`config.mk`:
```
export PLATFORM = sky130hd
export DESIGN_NAME = stc_mul
export DESIGN_NICKNAME = d
export VERILOG_FILES = /design/src/hw/rtl/stc_mul.sv
export SDC_FILE = /design/constraint.sdc
export NUM_CORES = 2
export LEC_CHECK = 0
export BUFFER_PORTS_ARGS = -buffer_cell sky130_fd_sc_hd__buf_2
export CORE_MARGIN = 2
export CORE_UTILIZATION = 60
export DETAILED_ROUTE_END_ITERATION = 12
export PLACE_DENSITY = 0.77
export SLEW_MARGIN = 15
export SYNTH_ARGS = -nofsm -noshare
export SYNTH_HDL_FRONTEND = slang
export SYNTH_SLANG_ARGS = --single-unit
```
`constraint.sdc`:
```
create_clock -name clk -period 23.9 [get_ports clk]
set_input_delay 5.975 -clock clk [delete_from_list [all_inputs] [get_ports clk]]
set_output_delay 5.975 -clock clk [all_outputs]
set_load 0.05 [all_outputs]
```
`src/hw/rtl/stc_mul.sv`:
```
// Two-stage signed multiplier built from partial products of at most 35 by 35 bits.
module stc_mul #(
  parameter int WA = 33,
  parameter int WB = 33
) (
  input  logic                    clk,
  input  logic                    en,
  input  logic signed [WA-1:0]    a,
  input  logic signed [WB-1:0]    b,
  output logic signed [WA+WB-1:0] p
);

  localparam int L   = 34;
  localparam int NA  = (WA + L - 1) / L;
  localparam int NB  = (WB + L - 1) / L;
  localparam int PWD = WA + WB;

  logic signed [NA*L-1:0] ax;
  logic signed [NB*L-1:0] bx;
  logic signed [2*L+1:0]  pp [NA][NB];
  logic signed [PWD-1:0]  acc;

  assign ax = (NA*L)'(a);
  assign bx = (NB*L)'(b);

  always_ff @(posedge clk) begin
    if (en) begin
      for (int i = 0; i < NA; i++) begin
        for (int j = 0; j < NB; j++) begin
          pp[i][j] <= $signed({(i == NA-1) ? ax[i*L+L-1] : 1'b0, ax[i*L +: L]}) *
                      $signed({(j == NB-1) ? bx[j*L+L-1] : 1'b0, bx[j*L +: L]});
        end
      end
    end
  end

  always_comb begin
    acc = '0;
    for (int i = 0; i < NA; i++) begin
      for (int j = 0; j < NB; j++) begin
        acc = acc + (PWD'(pp[i][j]) <<< (L * (i + j)));
      end
    end
  end

  always_ff @(posedge clk) begin
    if (en) begin
      p <= acc;
    end
  end

endmodule
```
==> impl_metrics.tcl <==
set metrics [dict create \
    rows 98 \
    cap_violations 0 \
    worstHoldPathCells 0 \
    worst_pin_slew_ns 1.06 \
    grt_max_degree 78 \
    portBuffers 133 \
    timing.final.crit_share 0.584 \
    rsz0062_at_grt "no" \
    clock_latency_ns 0.43 \
    hold_path_class "flop to flop" \
    skew_ns 0.00477 \
    synth_ff_type "edfxtp_1" \
    cpPeakStageDelay_ns 0.69 \
    r2r_cells 0 \
    crit_fanout 33 \
    yosysWarnings 0 \
    drive_gt1_frac 0.0469 \
    ios 134 \
    place_ws_ns 9.59 \
    fmax_mhz 71.6 \
    synthCells 4362 \
    final_area_sq_mm 0.0448 \
    ctsLongestPathBuffers 2 \
    htree_levels 4 \
    antenna_found_initial 8 \
    crit_top_cell "fa_1" \
    routed_wl_um 112000 \
    die-width_um 272 \
    wl_per_cell_um 21.1 \
    layout.nets 5744 \
    die_height_um 272 \
    synth_top_area_frac 0.534 \
    start_util 0.603 \
    ctsHoldBuffers 0 \
    ys_ff_latch 132 \
    outcome "completed" \
    synth_fp_nets 5792 \
    grt-ovfl-total 0 \
    start_kind "input pin" \
    critPathTopFamily "adder cells" \
    syn_area_per_cell_sq_um 9.85 \
    drc 0 \
    dieArea_sq_mm 0.0738 \
    yosysTopAreaCell "fa_1" \
    synth_edf_count 132 \
    critPathBufInv 6 \
    place_hpwl_um 84400 \
    drv_slew 0 \
    cts_root_buf "clkbuf_16" \
    viasPerCell 5.65 \
    cts_num_sinks 132 \
    cp.required_ns 24.08 \
    path_class "input pin to flop" \
    grtUsageTotal 0.325 \
    ys_types 65 \
    clkTransAtPathRegs_ns 0.06 \
    cts_buffers 17 \
    min_period_ns 13.96 \
    post-cts-setup-buffers 0 \
    place_congestion 0.923 \
    worstSetupEndpointType "flop" \
    drtIter0Drc 2166 \
    cts_resized 0 \
    tns_ns 0 \
    cp_num_cells 25 \
    cts_tree "built" \
    async_reset_ff_frac 0 \
    ys_seq_area_frac 0.0923 \
    grt_pass1_wl_um 181000 \
    arrival_ns 14.14 \
    hold_violations 0 \
    finalWorstSetupSlack_ns 9.94 \
    syn_to_final_growth_pct 4.19 \
    relSlewSlack 0.293 \
    final_util 0.628 \
    grt_pass1_vias 34100 \
    via_count 29800 \
    coreArea_sq_mm 0.0712 \
    placed_area_sq_mm 0.0441 \
    setup_viol_count_final 0 \
    drtAntennaViolNets 0 \
    drt-pass1-iter-count 8 \
    cpMaxStageDelayCell "buf_2" \
    yosys-top-cells-area "fa_1 (53%), inv_1 (9.8%), edfxtp_1 (9.2%)" \
    netlist_area_sq_mm 0.0430 \
]
==> per-layer routing <==
metal / track usage / part of all wire / vias to the layer above / wire length [um]
li1: - / - / 12400 / -
met1: 0.369 / 0.34 / 15500 / 37400
met2: 0.553 / 0.49 / 1438 / 55000
met3: 0.0465 / 0.072 / 528 / 8060
met4: 0.259 / 0.099 / 6 / 11100
met5: 0 / 0.00035 / - / 39
==> metrics by stage <==
step	hold slack, ns	std cells
finish	0.413	5281
global placement	0.402	5245
CTS	0.414	5277
detailed placement	0.405	5245
global route	0.417	5279
floorplan	0.400	4362
==> cells in the mapped netlist (all sizes together) (2+ instances only) <==
library cell  count
a211oi            8
a21boi            4
a21o             42
a21oi            67
a221oi            2
a31oi            13
and2            561
and3              8
and4              2
buf               5
clkbuf          216
edfxtp          132
fa             1145
ha              217
inv            1127
nand2           546
nand2b           11
nand3            17
nand4            11
nor2             62
nor2b             5
nor3              4
nor3b             2
o211ai            7
o21a              9
o21ai            35
o21bai            6
o311a             2
o31ai             3
or3               2
xnor2            52
xor2             22
==> placed cells by master (no fill, tap or decap), drive strengths merged, types with 9 or more instances in the layout <==
| master | Yosys | routed |
|---|---|---|
| xor2 | 22 | 22 |
| o21ai | 35 | 35 |
| o21a | 9 | 9 |
| nand2b | 11 | 11 |
| inv | 1127 | 1133 |
| nand2 | 546 | 546 |
| ha | 217 | 217 |
| and2 | 561 | 561 |
| xnor2 | 52 | 52 |
| nand3 | 17 | 17 |
| buf | 5 | 155 |
| a31oi | 13 | 13 |
| a21oi | 67 | 67 |
| a21o | 42 | 42 |
| fa | 1145 | 1145 |
| edfxtp | 132 | 132 |
| nor2 | 62 | 62 |
| nand4 | 11 | 11 |
| clkbuf | 216 | 17 |
==> flip-flops by register name (all words and copies together), names as in the netlist <==
name and flops:
p 66, pp 66
==> area by class of cell <==
cell class / count / area, sq um
sequential: 132 / 3960
antenna: 4 / 10.0
clock buffer: 17 / 425
fill: 5704 / 26500
inverter: 1127 / 4230
multi-input combinational: 2881 / 33900
tap: 950 / 1190
timing repair buffer: 155 / 837
clock inverter: 15 / 225
==> worst paths after layout <==
check | end | slack, ns | startpoint
max | pp[0][68] | 9.94 | a[7]
min | p[26] | 0.41 | pp[0][26]
max reg2reg | p[65] | 23.22 | pp[0][68]
min reg2reg | p[26] | 0.41 | pp[0][26]
==> cells by family after synthesis <==
kind of cell | after synthesis | share of synthesized area
and+or+nand+nor | 1236 | 0.145
buffers and inverters | 1349 | 0.119
xor gates and xnor gates | 74 | 0.0151
adders and majority gates | 1362 | 0.597
DFF | 132 | 0.0923
AOI/OAI and AO/OA | 209 | 0.0322
Power is not shown: default switching activity piles up to over one toggle a cycle in this logic, so the estimate is an artifact.
